$ cat src/hw/rtl/morse_character_keyer_defines.svh
// ----------------------------------------------------------------------------
// Morse character keyer assertion macros
// Clocked property checks, switched off with NO_ASSERTIONS.
// ----------------------------------------------------------------------------
`ifndef MORSE_CHARACTER_KEYER_DEFINES_SVH
`define MORSE_CHARACTER_KEYER_DEFINES_SVH

`ifndef NO_ASSERTIONS
`define MCK_ASSERT(label, clk, rst, prop) \
   label: assert property (@(posedge clk) disable iff (rst) prop) \
      else $error("morse_character_keyer: property violated");
`define MCK_ASSERT_ALWAYS(label, clk, prop) \
   label: assert property (@(posedge clk) prop) \
      else $error("morse_character_keyer: property violated");
`else
`define MCK_ASSERT(label, clk, rst, prop)
`define MCK_ASSERT_ALWAYS(label, clk, prop)
`endif

`endif

$ cat src/hw/rtl/mck_pkg.sv
// ----------------------------------------------------------------------------
// Morse character keyer package
// Word types, controller/datapath signal groups and the pattern table.
// ----------------------------------------------------------------------------
package mck_pkg;

   localparam int CHAR_W = 8;
   localparam int PAT_W  = 23;
   localparam int IDX_W  = 6;

   localparam logic [CHAR_W-1:0] CODE_SPACE = 8'h20;
   localparam logic [CHAR_W-1:0] CODE_LONG  = 8'h21;
   localparam logic [IDX_W-1:0]  IDX_SPACE  = 6'd36;
   localparam logic [IDX_W-1:0]  IDX_LONG   = 6'd37;
   localparam logic [PAT_W-1:0]  PAT_SPACE  = 23'h10;
   localparam logic [PAT_W-1:0]  PAT_LONG   = 23'h80;

   typedef struct packed {
      logic [CHAR_W-1:0] char_code;
      logic              phrase_start;
   } req_word_type;

   typedef struct packed {
      logic key_on;
      logic char_done;
   } rsp_word_type;

   typedef struct packed {
      logic load;
      logic shift;
   } cmd_type;

   typedef struct packed {
      logic last_slot;
   } status_type;

   function automatic logic [IDX_W-1:0] table_index(input logic [CHAR_W-1:0] c);
      logic [CHAR_W-1:0] idx;
      begin
         idx = {{(CHAR_W-IDX_W){1'b0}}, IDX_SPACE};
         case (c) inside
            CODE_SPACE:     idx = {{(CHAR_W-IDX_W){1'b0}}, IDX_SPACE};
            CODE_LONG:      idx = {{(CHAR_W-IDX_W){1'b0}}, IDX_LONG};
            [8'h30:8'h39]:  idx = c - 8'd22;
            [8'h61:8'h7A]:  idx = c - 8'h61;
            [8'h41:8'h5A]:  idx = c - 8'd65;
            default:        idx = {{(CHAR_W-IDX_W){1'b0}}, IDX_SPACE};
         endcase
         return idx[IDX_W-1:0];
      end
   endfunction

   function automatic logic [PAT_W-1:0] pattern_lookup(input logic [IDX_W-1:0] idx);
      logic [PAT_W-1:0] pat;
      begin
         case (idx)
            6'd0:    pat = 23'h11D;
            6'd1:    pat = 23'h1157;
            6'd2:    pat = 23'h45D7;
            6'd3:    pat = 23'h457;
            6'd4:    pat = 23'h11;
            6'd5:    pat = 23'h1175;
            6'd6:    pat = 23'h1177;
            6'd7:    pat = 23'h455;
            6'd8:    pat = 23'h45;
            6'd9:    pat = 23'h11DDD;
            6'd10:   pat = 23'h11D7;
            6'd11:   pat = 23'h115D;
            6'd12:   pat = 23'h477;
            6'd13:   pat = 23'h117;
            6'd14:   pat = 23'h4777;
            6'd15:   pat = 23'h45DD;
            6'd16:   pat = 23'h11D77;
            6'd17:   pat = 23'h45D;
            6'd18:   pat = 23'h115;
            6'd19:   pat = 23'h47;
            6'd20:   pat = 23'h475;
            6'd21:   pat = 23'h11D5;
            6'd22:   pat = 23'h11DD;
            6'd23:   pat = 23'h4757;
            6'd24:   pat = 23'h11DD7;
            6'd25:   pat = 23'h4577;
            6'd26:   pat = 23'h477777;
            6'd27:   pat = 23'h11DDDD;
            6'd28:   pat = 23'h47775;
            6'd29:   pat = 23'h11DD5;
            6'd30:   pat = 23'h4755;
            6'd31:   pat = 23'h1155;
            6'd32:   pat = 23'h4557;
            6'd33:   pat = 23'h11577;
            6'd34:   pat = 23'h45777;
            6'd35:   pat = 23'h117777;
            IDX_SPACE: pat = PAT_SPACE;
            IDX_LONG:  pat = PAT_LONG;
            default: pat = PAT_SPACE;
         endcase
         return pat;
      end
   endfunction

endpackage

$ cat src/hw/rtl/mck_ctrl.sv
// ----------------------------------------------------------------------------
// Morse character keyer controller
// Sequences load of one character and the slot-by-slot output run.
// ----------------------------------------------------------------------------
module mck_ctrl (
   input  logic                clock,
   input  logic                reset,
   input  logic                req_valid,
   output logic                req_ready,
   output logic                rsp_valid,
   input  logic                rsp_ready,
   input  mck_pkg::status_type status,
   output mck_pkg::cmd_type    cmd
);

   typedef enum logic [1:0] {
      ST_IDLE = 2'b01,
      ST_SEND = 2'b10
   } state_type;

   state_type state_ff;
   state_type state_in;

   always_comb begin
      cmd.load  = 1'b0;
      cmd.shift = 1'b0;
      req_ready = 1'b0;
      rsp_valid = 1'b0;
      state_in  = state_ff;
      case (state_ff)
         ST_IDLE: begin
            req_ready = 1'b1;
            if (req_valid) begin
               cmd.load = 1'b1;
               state_in = ST_SEND;
            end
         end
         ST_SEND: begin
            rsp_valid = 1'b1;
            if (rsp_ready) begin
               cmd.shift = 1'b1;
               if (status.last_slot) begin
                  state_in = ST_IDLE;
               end
            end
         end
         default: begin
            state_in = ST_IDLE;
         end
      endcase
   end

   always_ff @(posedge clock) begin
      if (reset) begin
         state_ff <= ST_IDLE;
      end else begin
         state_ff <= state_in;
      end
   end

endmodule

$ cat src/hw/rtl/mck_dp.sv
// ----------------------------------------------------------------------------
// Morse character keyer datapath
// Pattern lookup, gap memory and the slot shift register.
// ----------------------------------------------------------------------------
module mck_dp (
   input  logic                  clock,
   input  logic                  reset,
   input  mck_pkg::cmd_type      cmd,
   input  mck_pkg::req_word_type req_data,
   output mck_pkg::rsp_word_type rsp_data,
   output mck_pkg::status_type   status
);

   logic [mck_pkg::PAT_W-1:0]  word_ff;
   logic [mck_pkg::PAT_W-1:0]  word_in;
   logic                       prev_was_gap_ff;
   logic                       prev_was_gap_in;
   logic                       prev_eff;
   logic [mck_pkg::CHAR_W-1:0] code_eff;
   logic                       last_slot;

   always_comb begin
      prev_eff = prev_was_gap_ff & ~req_data.phrase_start;
      code_eff = req_data.char_code;
      if ((req_data.char_code == mck_pkg::CODE_SPACE) && prev_eff) begin
         code_eff = mck_pkg::CODE_LONG;
      end
      prev_was_gap_in = prev_was_gap_ff;
      word_in         = word_ff;
      if (cmd.load) begin
         prev_was_gap_in = (code_eff == mck_pkg::CODE_SPACE) ||
                           (code_eff == mck_pkg::CODE_LONG);
         word_in = mck_pkg::pattern_lookup(mck_pkg::table_index(code_eff));
      end else if (cmd.shift) begin
         word_in = {1'b0, word_ff[mck_pkg::PAT_W-1:1]};
      end
   end

   assign last_slot = (word_ff[mck_pkg::PAT_W-1:1] == {{(mck_pkg::PAT_W-2){1'b0}}, 1'b1});

   assign rsp_data.key_on    = word_ff[0];
   assign rsp_data.char_done = last_slot;
   assign status.last_slot   = last_slot;

   always_ff @(posedge clock) begin
      if (reset) begin
         prev_was_gap_ff <= 1'b0;
      end else begin
         prev_was_gap_ff <= prev_was_gap_in;
      end
   end

   always_ff @(posedge clock) begin
      word_ff <= word_in;
   end

endmodule

$ cat src/hw/rtl/morse_character_keyer.sv
// ----------------------------------------------------------------------------
// Morse character keyer
// The first slot word is valid the cycle after a character is taken.
// Each character sends N = 4..22 slots from the shift register, one slot per
// cycle while rsp_ready is high. Synchronous reset clears gap.
// ----------------------------------------------------------------------------
`include "morse_character_keyer_defines.svh"

module morse_character_keyer (
   input  logic                  clock,
   input  logic                  reset,
   input  logic                  req_valid,
   output logic                  req_ready,
   input  mck_pkg::req_word_type req_data,
   output logic                  rsp_valid,
   input  logic                  rsp_ready,
   output mck_pkg::rsp_word_type rsp_data
);

   mck_pkg::cmd_type    cmd;
   mck_pkg::status_type status;

   mck_ctrl u_ctrl (
      .clock     (clock),
      .reset     (reset),
      .req_valid (req_valid),
      .req_ready (req_ready),
      .rsp_valid (rsp_valid),
      .rsp_ready (rsp_ready),
      .status    (status),
      .cmd       (cmd)
   );

   mck_dp u_dp (
      .clock    (clock),
      .reset    (reset),
      .cmd      (cmd),
      .req_data (req_data),
      .rsp_data (rsp_data),
      .status   (status)
   );

   `MCK_ASSERT(a_no_overlap, clock, reset, !(req_ready && rsp_valid))
   `MCK_ASSERT(a_load_sends, clock, reset, (req_valid && req_ready) |=> rsp_valid)
   `MCK_ASSERT(a_done_idles, clock, reset,
      (rsp_valid && rsp_ready && rsp_data.char_done) |=> req_ready)
   `MCK_ASSERT(a_run_continues, clock, reset,
      (rsp_valid && rsp_ready && !rsp_data.char_done) |=> rsp_valid)

endmodule
$ cat config.mk
export PLATFORM = sky130hd
export DESIGN_NAME = morse_character_keyer
export DESIGN_NICKNAME = d
export VERILOG_FILES = /design/src/hw/rtl/mck_pkg.sv /design/src/hw/rtl/mck_ctrl.sv /design/src/hw/rtl/mck_dp.sv /design/src/hw/rtl/morse_character_keyer.sv
export VERILOG_INCLUDE_DIRS = /design/src /design/src/hw/rtl
export SDC_FILE = /design/constraint.sdc
export NUM_CORES = 1
export LEC_CHECK = 0
export BUFFER_PORTS_ARGS = -buffer_cell sky130_fd_sc_hd__buf_2
export CAP_MARGIN = 20
export CORE_AREA = 4 4 83 85
export CTS_CLUSTER_DIAMETER = 200
export DETAILED_ROUTE_END_ITERATION = 6
export DIE_AREA = 0 0 87 89
export PLACE_DENSITY = 0.66
export SLEW_MARGIN = 10
export SYNTH_ARGS = -nofsm -noshare
export SYNTH_HDL_FRONTEND = slang
export SYNTH_SLANG_ARGS = --single-unit
$ cat constraint.sdc
create_clock -name clock -period 5.3 [get_ports clock]
set_input_delay 0.265 -clock clock [delete_from_list [all_inputs] [get_ports clock]]
set_output_delay 0.265 -clock clock [all_outputs]
set_load 0.05 [all_outputs]
==> impl_metrics.yaml, run 1 <==
flow_run:
  maxCapViolCount: 0
clocking:
  cts_hold_buffers: 0
  post_cts_buffers: 0
  cts_made_buffers: 3
  cts.sinks: 26
  cts_max_level: 1
  tritoncts: "yes"
  post_cts_resized: 0
  clk_latency_ns: 0.27
  clk_pin_slew_ns: 0.09
  cts_buffer_depth: 2
  root_buffer: "clkbuf_8"
critical_path:
  cp_max_fo: 11
  critPathBufInv: 3
  required_ns: 5.29
  worstPathCellList: "buf_2 > or4b_4 > nor2_1 > a31oi_1 > inv_1 > ha_1 > o21bai_1 > a21o_1 > o2bb2ai_1 > a32o_1 > inv_1 > ha_1 > o21ai_1 > a21bo_1 > a221oi_1 > a211oi_1"
  path_depth: 16
  crit_path_end_kind: "flip-flop"
  worstPathArrival_ns: 3.99
  slowest_stage: "or4b_4"
  path_delay_family: "compound AO/OA/AOI/OAI gates"
  crit_type: "primary input to flip-flop"
  start_kind: "primary input"
  critPathMaxStageDelay_ns: 0.54
  reg2reg_depth: 11
grt:
  antenna_found_initial: 0
  grt_overflow_total: 0
  grt_pass1_vias: 2107
  grt_pass1_wl_mm: 10.56
  grt_max_degree: 32
  track_usage: 0.1678
synthesis:
  synth.avg_cell_area_um2: 9.122
  synth_cell_types: 75
  synth_top_area_share: 0.2857
  synthTopCellsByCount: "nand2_1, edfxtp_1, ha_1"
  yosysMostFrequentCell: "nand2_1"
  synthArstFlopShare: 0
  synthFlopType: "edfxtp_1"
  ys_warn_count: 0
  synth_cells: 265
  yosysSeqAreaShare: 0.3106
  synth_edf_count: 23
  ys_seq_elements: 26
  netlist_area_um2: 2417
  synth_top_cells_by_area: "edfxtp_1, ha_1, nand2_1"
  synth_top_area_cell: "edfxtp_1"
  synthesis.nets: 293
pwr:
  power.internal_uw: 358.4
  leakage_nw: 0.9167
  switching_share: 0.3381
  p_switching_uw: 183.1
  ir_drop_mv: 0.1347
  p_clk_frac: 0.208
  p_comb_frac: 0.311
  seq_power_share: 0.481
  power_density_nw_per_um2: 212.3
route:
  vias: 2228
  via_per_inst: 6.458
  drtAntennaViolNets: 0
  routedWlPerCell_um: 18.58
  drt_iter0_drc: 347
  wirelength_mm: 6.410
  drc_errors: 0
  dr.pass1.iters: 5
sta:
  fin_setup_tns_ns: 0
  fin_crit_sh: 0.7538
  worst_pin_slew_ns: 0.9513
  relSlewSlack: 0.3643
  skew_ns: 0.007119
  slew_violations: 0
  fmax_ghz: 0.2503
  min_period_ns: 3.995
  rsz0062_at_grt: "no"
  setup_viol_count_final: 0
  whs_ns: 0.1767
  setup_slack_ns: 1.305
  hold_viol: 0
final_layout:
  area_growth_pct: 5.487
  fillers: 593
  final_nets: 297
  drive_above_1_share: 0.1530
  num_antenna_cells: 0
floorplan:
  ios: 17
  coreArea_um2: 6205
  dieArea_um2: 7743
  die_w_um: 87
  die_h_um: 89
  row_count: 29
  initial_core_util: 0.3896
place:
  hpwl_mm: 4.690
  io_buffers: 16
  gp_congestion: 0.9081
  place_worst_setup_slack_ns: 1.036
min_path:
  hold_class: "primary input to flip-flop"
  min_delay_path_depth: 2
run_status:
  status: "finished, final reports clean"
[routing by layer]
| layer | track usage | share of wire |
|---|---|---|
| met3 | 0.01290 | 0.066 |
| met2 | 0.2761 | 0.46 |
| met1 | 0.2266 | 0.44 |
| met5 | 0 | 0 |
| met4 | 0.07224 | 0.035 |
[placed cells by master (no fill, tap or decap), types with 2 or more instances in the layout]
cell and instances:
a21o_1 3, a2111oi_2 2, o221ai_1 3, a31o_2 2
nor2_1 14, o211ai_1 6, and2_1 3, nand3_1 5
xor2_1 2, o21ai_0 5, nor3_1 9, nor2b_1 3
a22o_1 2, a21boi_0 2, nand2_1 32, buf_4 3
o21ai_1 8, a21oi_1 9, nand4_1 3, ha_1 15
a32o_1 3, clkbuf_8 3, a22oi_1 7, o21bai_1 2
nor3b_1 2, and4_1 2, o31ai_1 5, a32oi_1 3
buf_2 16, edfxtp_1 23, and3_1 2, o311a_1 2
a31oi_1 7, a211oi_1 5, dfxtp_1 3, inv_1 11
nor4_1 4
[final cells by class]
type / instances / area (µm²) / area share
clock buffers: 3 / 41.29 / 0.01619
inverters: 11 / 41.29 / 0.01619
repair buffers: 19 / 102.6 / 0.04024
multi-input cells: 208 / 1514 / 0.5937
well taps: 77 / 96.34 / 0.03778
flip-flops and latches: 26 / 750.7 / 0.2944
clock inverters: 1 / 3.754 / 0.001472
[cell families after synthesis]
logic type,count (synthesis),share of synthesized area
AO/OA/AOI/OAI,97,0.3256
XOR/XNOR,2,0.007248
adder cells (fa/ha/maj),15,0.07764
buffers and inverters,31,0.06314
flip-flops,26,0.3106
AND/OR/NAND/NOR,94,0.2158
[power by group through the flow]
stage / clock network [mW] / logic, mW / registers, mW
2_1_floorplan: 0 / 0.130 / 0.260
3_3_place_gp: 0 / 0.164 / 0.264
3_5_place_dp: 0 / 0.164 / 0.265
4_1_cts: 0.113 / 0.165 / 0.260
5_1_grt: 0.123 / 0.182 / 0.262
6_report: 0.113 / 0.168 / 0.261
[state kept, by name (all words and copies together) (netlist names)]
register	count
u_dp.prev_was_gap_ff	1
u_dp.word_ff	23
u_ctrl.state_ff	2
[per-stage QoR]
step / total power [mW] / instance area, µm² / cells / utilization
final: 0.5414 / 2550 / 345 / 0.4110
after global routing: 0.5673 / 2550 / 345 / 0.4110
after CTS: 0.5385 / 2550 / 345 / 0.4110
after detailed placement: 0.4289 / 2505 / 341 / 0.4037
after global placement: 0.4282 / 2505 / 341 / 0.4037
after floorplan: 0.3904 / 2417 / 265 / -
[path summary, 6_finish.rpt]
path,from,slack (ns),to
min,reset,0.18,u_dp.prev_was_gap_ff
min reg2reg,u_dp.prev_was_gap_ff,0.48,u_dp.prev_was_gap_ff
max reg2reg,u_dp.prev_was_gap_ff,1.78,u_dp.word_ff[18]
max,req_data[8],1.30,u_dp.word_ff[3]
Note: power is estimated with default switching activity, not from simulation.
==> run 2, diff against run 1 <==
- ABC_AREA: default -> 1
- CORE_AREA: 4 4 83 85 -> 4 4 87 89
- DIE_AREA: 0 0 87 89 -> 0 0 91 93
- clock period: 5.3 -> 3.9 ns (I/O delays scaled with it)
==> run 2 against run 1 <==
Compared with the run above: sequential share of layout area is 2.6 points lower; sequential cell count stayed put; highest routed layer unchanged; worst hold slack got worse by 0.019 ns; clock skew decreased by 0.0012 ns; first-iteration DRC count up 14%; register-to-register slack lost 1.2 ns; largest cell class unchanged; critical path type is now flip-flop to flip-flop; non-clock buffer count shrank 2; global-route usage fell by 0.86 points; clock-buffer cell count is the same; total power rose by 60%.
==> impl_metrics.yaml, run 2 <==
sta:
  fmax_ghz: 0.3012
  min_period_ns: 3.320
  hold_viol: 0
  rsz0062_at_grt: "no"
  fin_setup_tns_ns: 0
  slew_violations: 0
  worst_pin_slew_ns: 0.9211
  fin_crit_sh: 0.8514
  skew_ns: 0.005888
  relSlewSlack: 0.3845
  setup_viol_count_final: 0
floorplan:
  row_count: 30
  die_h_um: 93
  coreArea_um2: 6756
  ios: 17
  die_w_um: 91
  initial_core_util: 0.3943
  dieArea_um2: 8463
critical_path:
  crit_type: "flip-flop to flip-flop"
  crit_path_end_kind: "flip-flop"
  slowest_stage: "dfxtp_1"
  worstPathArrival_ns: 3.34
  path_delay_family: "simple AND/OR/NAND/NOR gates"
  start_kind: "flip-flop"
  path_common_cell: "nand2_1"
  critPathBufInv: 4
  critPathMaxStageDelay_ns: 0.36
  required_ns: 3.92
  worstPathCellList: "nand3_1 > nor2_1 > nand2_1 > nand2_2 > inv_1 > ha_1 > a21oi_2 > a21oi_4 > a21boi_0 > nand2_1 > nand2_1 > inv_1 > ha_1 > inv_1 > nand2_4 > inv_2 > nand2_1 > o211ai_1 > nand3_1 > nand3_1"
  reg2reg_depth: 20
  path_depth: 20
  cp_max_fo: 7
place:
  io_buffers: 16
  dpl_cell_area_um2: 2728
  gp_congestion: 0.9761
  hpwl_mm: 5.006
clocking:
  post_cts_buffers: 0
  cts_max_level: 1
  tritoncts: "yes"
  root_buffer: "clkbuf_8"
  cts_buffer_depth: 2
  cts_made_buffers: 3
  clk_latency_ns: 0.27
  cts_hold_buffers: 0
  clk_pin_slew_ns: 0.09
  cts.sinks: 26
  post_cts_resized: 0
grt:
  grt_util_met3: 0.007241
  grt_pass1_wl_mm: 11.23
  use_met2: 0.2624
  grt_max_degree: 27
  antenna_found_initial: 0
  gr-max-usage-layer: "met2"
  track_usage: 0.1592
  grt_util_met1: 0.2242
  grt_overflow_total: 0
  grt_pass1_vias: 2349
pwr:
  ir_drop_mv: 0.1175
  leakage_nw: 1.368
  power_density_nw_per_um2: 309.6
final_layout:
  final_nets: 418
  largest_register: "u_dp.word_ff"
  reg_top3: "u_dp.word_ff x23, u_ctrl.state_ff x2, u_dp.prev_was_gap_ff x1"
  num_antenna_cells: 0
  area_growth_pct: 5.073
  multi_input_area_um2: 1618
  fillers: 718
  regArea_um2: 750.7
  stdcell_area_um2: 2799
  largest_reg_flops: 23
  layout_common_cells: "nand2_1, nand3_1, inv_1"
  drive_above_1_share: 0.1825
  final_common_cell: "nand2_1"
synthesis:
  synth_top_area_cell: "edfxtp_1"
  synthArstFlopShare: 0
  ys_warn_count: 0
  synth_edf_count: 23
  netlist_area_um2: 2664
  synthesis.nets: 412
  synth.avg_cell_area_um2: 6.937
  synth_top_area_share: 0.2593
  yosysSeqAreaShare: 0.2818
  synthFlopType: "edfxtp_1"
  synth_cells: 384
  synthTopCellsByCount: "nand2_1, nand3_1, inv_1"
  synth_top_cells_by_area: "edfxtp_1, nand2_1, nand3_1"
  ys_seq_elements: 26
  synth_cell_types: 41
  yosysMostFrequentCell: "nand2_1"
min_path:
  hold_class: "primary input to flip-flop"
  min_delay_path_depth: 3
route:
  via_per_inst: 5.256
  vias: 2465
  wirelength_mm: 6.525
  drc_errors: 0
  routedWlPerCell_um: 13.91
  dr.pass1.iters: 5
  drtAntennaViolNets: 0
  drt_iter0_drc: 397
run_status:
  status: "finished, final reports clean"
flow_run:
  maxCapViolCount: 0
-- run 2: changes by cell type in the layout (fill, tap and decap cells not counted), sizes merged, moves of 9 or more --
| cell | change |
|---|---|
| nand3 | +43 |
| inv | +34 |
| nand2 | +108 |
| nor2 | +16 |
| nor3 | -9 |
-- run 2: worst register-to-register path, cell delays in order (launching register included) --
cell,delay [ns]
dfxtp_1,0.36
nand3_1,0.08
nor2_1,0.09
nand2_1,0.07
nand2_2,0.12
inv_1,0.08
ha_1,0.26
a21oi_2,0.20
a21oi_4,0.12
a21boi_0,0.20
nand2_1,0.07
nand2_1,0.22
inv_1,0.20
ha_1,0.35
inv_1,0.09
nand2_4,0.11
inv_2,0.03
nand2_1,0.09
o211ai_1,0.12
nand3_1,0.14
nand3_1,0.07
-- run 2: per-layer routing --
metal,up-vias,part of all wire,wire (µm)
met5,-,0,0
met4,0,0.023,149
met3,14,0.063,413
met2,113,0.45,2952
met1,1083,0.46,3009
li1,1255,-,-
-- run 2: area by class of cell --
cell class	instances	share of cell area
Clock buffer	3	0.01475
Clock inverter	1	0.01073
Inverter	45	0.06124
Multi-Input combinational cell	297	0.5780
Sequential cell	26	0.2682
Tap cell	80	0.03576
Timing Repair Buffer	17	0.03129
-- run 2: final timing paths --
path	from	to	slack [ns]
hold / removal	reset	u_ctrl.state_ff[0]	0.16
setup reg to reg	u_dp.prev_was_gap_ff	u_dp.word_ff[5]	0.58
hold reg to reg	u_dp.word_ff[5]	u_dp.word_ff[4]	0.56
setup / recovery	u_dp.prev_was_gap_ff	u_dp.word_ff[5]	0.58
-- run 2: power breakdown --
| part | internal [mW] | switching [mW] |
|---|---|---|
| Sequential | 0.343 | 0.0128 |
| Clock | 0.137 | 0.0804 |
| Combinational | 0.0886 | 0.205 |
-- run 2: per-stage QoR --
| step | hold WS, ns | setup slack (ns) | instances | total power, mW | utilization |
|---|---|---|---|---|---|
| after global placement | 0.4301 | 0.4636 | 465 | 0.6510 | 0.4037 |
| final | 0.1582 | 0.5796 | 469 | 0.8667 | 0.4143 |
| after global routing | 0.1744 | 0.2532 | 469 | 0.9256 | 0.4143 |
| after floorplan | 0.3184 | 0.9458 | 384 | 0.5927 | - |
| after CTS | 0.1577 | 0.5950 | 469 | 0.8674 | 0.4143 |
| after detailed placement | 0.4416 | 0.3995 | 465 | 0.6495 | 0.4037 |
-- run 2: cells by family (layout without fill, tap and decap cells) --
group	Yosys count	in the layout	synth area share
multiplexers	1	1	0.003758
AO/OA/AOI/OAI	35	35	0.09253
buffers and inverters	61	66	0.1108
adder cells (fa/ha/maj)	15	15	0.07046
flip-flops	26	26	0.2818
AND/OR/NAND/NOR	242	242	0.4274
XOR/XNOR	4	4	0.01315
==> run 3, diff against run 2 <==
- PLACE_DENSITY: 0.66 -> 0.57
- RECOVER_POWER: default -> 25
==> run 3 against run 2 <==
Compared with the run above: combinational power is essentially flat; clock skew shrank 0.00062 ns; first-iteration DRC count shrank 40%; setup slack lost 0.043 ns; non-clock buffer count grew 1; die area is the same; via count grew 2.2%; register-to-register slack lost 0.04 ns; clock-buffer cell count grew 1; global-route usage grew 0.72 points; utilization shrank 0.39 points.
==> impl_metrics.yaml, run 3 (synthesis results as in run 2) <==
critical_path:
  r2r_setup_slack_ns: 0.54
  cp-startpoint: "u_dp.prev_was_gap_ff"
  start_kind: "flip-flop"
  path_common_cell: "nand2_1"
  rr_startpoint: "u_dp.prev_was_gap_ff"
  worstPathArrival_ns: 3.39
  crit_path_end_kind: "flip-flop"
  crit_type: "flip-flop to flip-flop"
  worstPathCellList: "nand3_1 > nor2_1 > nand2_1 > nand2_2 > inv_1 > ha_1 > a21oi_2 > a21oi_4 > a21boi_0 > nand2_1 > nand2_1 > inv_1 > ha_1 > inv_1 > nand2_4 > o21ai_0 > nand2_1 > nand3_1 > o21ai_1 > nand2_1"
  critPathMaxStageDelay_ns: 0.37
  worstReg2RegEnd: "u_dp.word_ff[12]"
  required_ns: 3.92
  cp_max_fo: 7
  reg2reg_depth: 20
  slowest_stage: "dfxtp_1"
sta:
  skew_ns: 0.005267
  fin_setup_tns_ns: 0
  hold_viol: 0
  rsz0062_at_grt: "no"
  worst_pin_slew_ns: 1.167
  setup_viol_count_final: 0
  fmax_ghz: 0.2973
  relSlewSlack: 0.2217
  fin_crit_sh: 0.8624
  min_period_ns: 3.363
  slew_violations: 0
final_layout:
  largest_register: "u_dp.word_ff"
  regArea_um2: 750.7
  stdcell_area_um2: 2773
  drive_above_1_share: 0.1718
  reg_top3: "u_dp.word_ff x23, u_ctrl.state_ff x2, u_dp.prev_was_gap_ff x1"
  multi_input_area_um2: 1618
  largest_reg_flops: 23
  num_antenna_cells: 0
  final_common_cell: "nand2_1"
  fillers: 727
  area_growth_pct: 4.086
  final_nets: 419
  layout_common_cells: "nand2_1, nand3_1, inv_1"
pwr:
  power_density_nw_per_um2: 291.5
  leakage_nw: 1.346
  ir_drop_mv: 0.1209
place:
  io_buffers: 16
  dpl_cell_area_um2: 2735
  hpwl_mm: 5.300
  gp_congestion: 0.9146
clocking:
  post_cts_resized: 0
  cts_max_level: 1
  clk_latency_ns: 0.27
  clk_pin_slew_ns: 0.09
  cts_buffer_depth: 2
  cts_hold_buffers: 0
  root_buffer: "clkbuf_8"
  tritoncts: "yes"
  cts.sinks: 26
  post_cts_buffers: 0
  cts_made_buffers: 3
route:
  via_per_inst: 5.360
  dr.pass1.iters: 5
  drtAntennaViolNets: 0
  drt_iter0_drc: 238
  drc_errors: 0
  vias: 2519
  routedWlPerCell_um: 14.93
  wirelength_mm: 7.017
min_path:
  hold_class: "primary input to flip-flop"
  min_delay_path_depth: 3
  min_to: "u_ctrl.state_ff[0]"
  min_from: "reset"
floorplan:
  initial_core_util: 0.3943
  die_w_um: 91
  ios: 17
  coreArea_um2: 6756
  dieArea_um2: 8463
  row_count: 30
  die_h_um: 93
grt:
  grt_overflow_total: 0
  track_usage: 0.1664
  grt_pass1_wl_mm: 11.67
  antenna_found_initial: 0
  grt_max_degree: 25
  grt_pass1_vias: 2432
run_status:
  status: "finished, final reports clean"
flow_run:
  maxCapViolCount: 0
-- run 3: cell types whose count changed in the layout (fill, tap and decap cells not counted), sizes merged --
cell | previous run | this run
buf | 17 | 14
clkbuf | 3 | 8
bufinv | 1 | 0
-- run 3: layer usage --
layer	global-route usage	wire length, µm
met2	0.2771	3211
met1	0.2306	3340
met3	0.007241	316
met4	0.05905	149
met5	0	0
-- run 3: worst max-delay path: cells and delay by family (launching register included) --
| kind | cells | cell delay (ns) |
|---|---|---|
| AND/OR/NAND/NOR | 10 | 1.03 |
| AO/OA/AOI/OAI | 5 | 0.77 |
| adder cells (fa/ha/maj) | 2 | 0.58 |
| flip-flops | 1 | 0.37 |
| buffers and inverters | 3 | 0.36 |
-- run 3: worst max path at each step --
| stage | endpoint | slack [ns] |
|---|---|---|
| 6_report | u_dp.word_ff[12] | 0.54 |
| 5_1_grt | u_dp.word_ff[12] | 0.21 |
| 4_1_cts | u_dp.word_ff[12] | 0.56 |
| 3_5_place_dp | u_dp.word_ff[12] | 0.37 |
| 3_3_place_gp | u_dp.word_ff[12] | 0.48 |
| 2_1_floorplan | u_dp.word_ff[12] | 0.95 |
-- run 3: cell type report --
class,count,area share
sequential,26,0.2708
timing repair buffer,18,0.03159
inverter,45,0.06182
multi-input combinational,297,0.5835
tap,80,0.03610
clock buffer,4,0.01625
-- run 3: power breakdown --
part / switching (mW) / total, mW / internal (mW) / leakage, nW
Clock: 0.0817 / 0.155 / 0.0730 / 0.0228
Combinational: 0.208 / 0.296 / 0.0885 / 1.08
Sequential: 0.0142 / 0.357 / 0.343 / 0.248
-- run 3: stage by stage --
| step | total power [mW] | worst slack [ns] | utilization | cells | hold slack (ns) |
|---|---|---|---|---|---|
| after floorplan | 0.5927 | 0.9458 | - | 384 | 0.3184 |
| after global placement | 0.6580 | 0.4782 | 0.4048 | 466 | 0.4088 |
| after detailed placement | 0.6551 | 0.3661 | 0.4048 | 466 | 0.4297 |
| after CTS | 0.8066 | 0.5609 | 0.4115 | 470 | 0.1538 |
| after global routing | 0.8589 | 0.2087 | 0.4104 | 470 | 0.1750 |
| final | 0.8081 | 0.5368 | 0.4104 | 470 | 0.1488 |
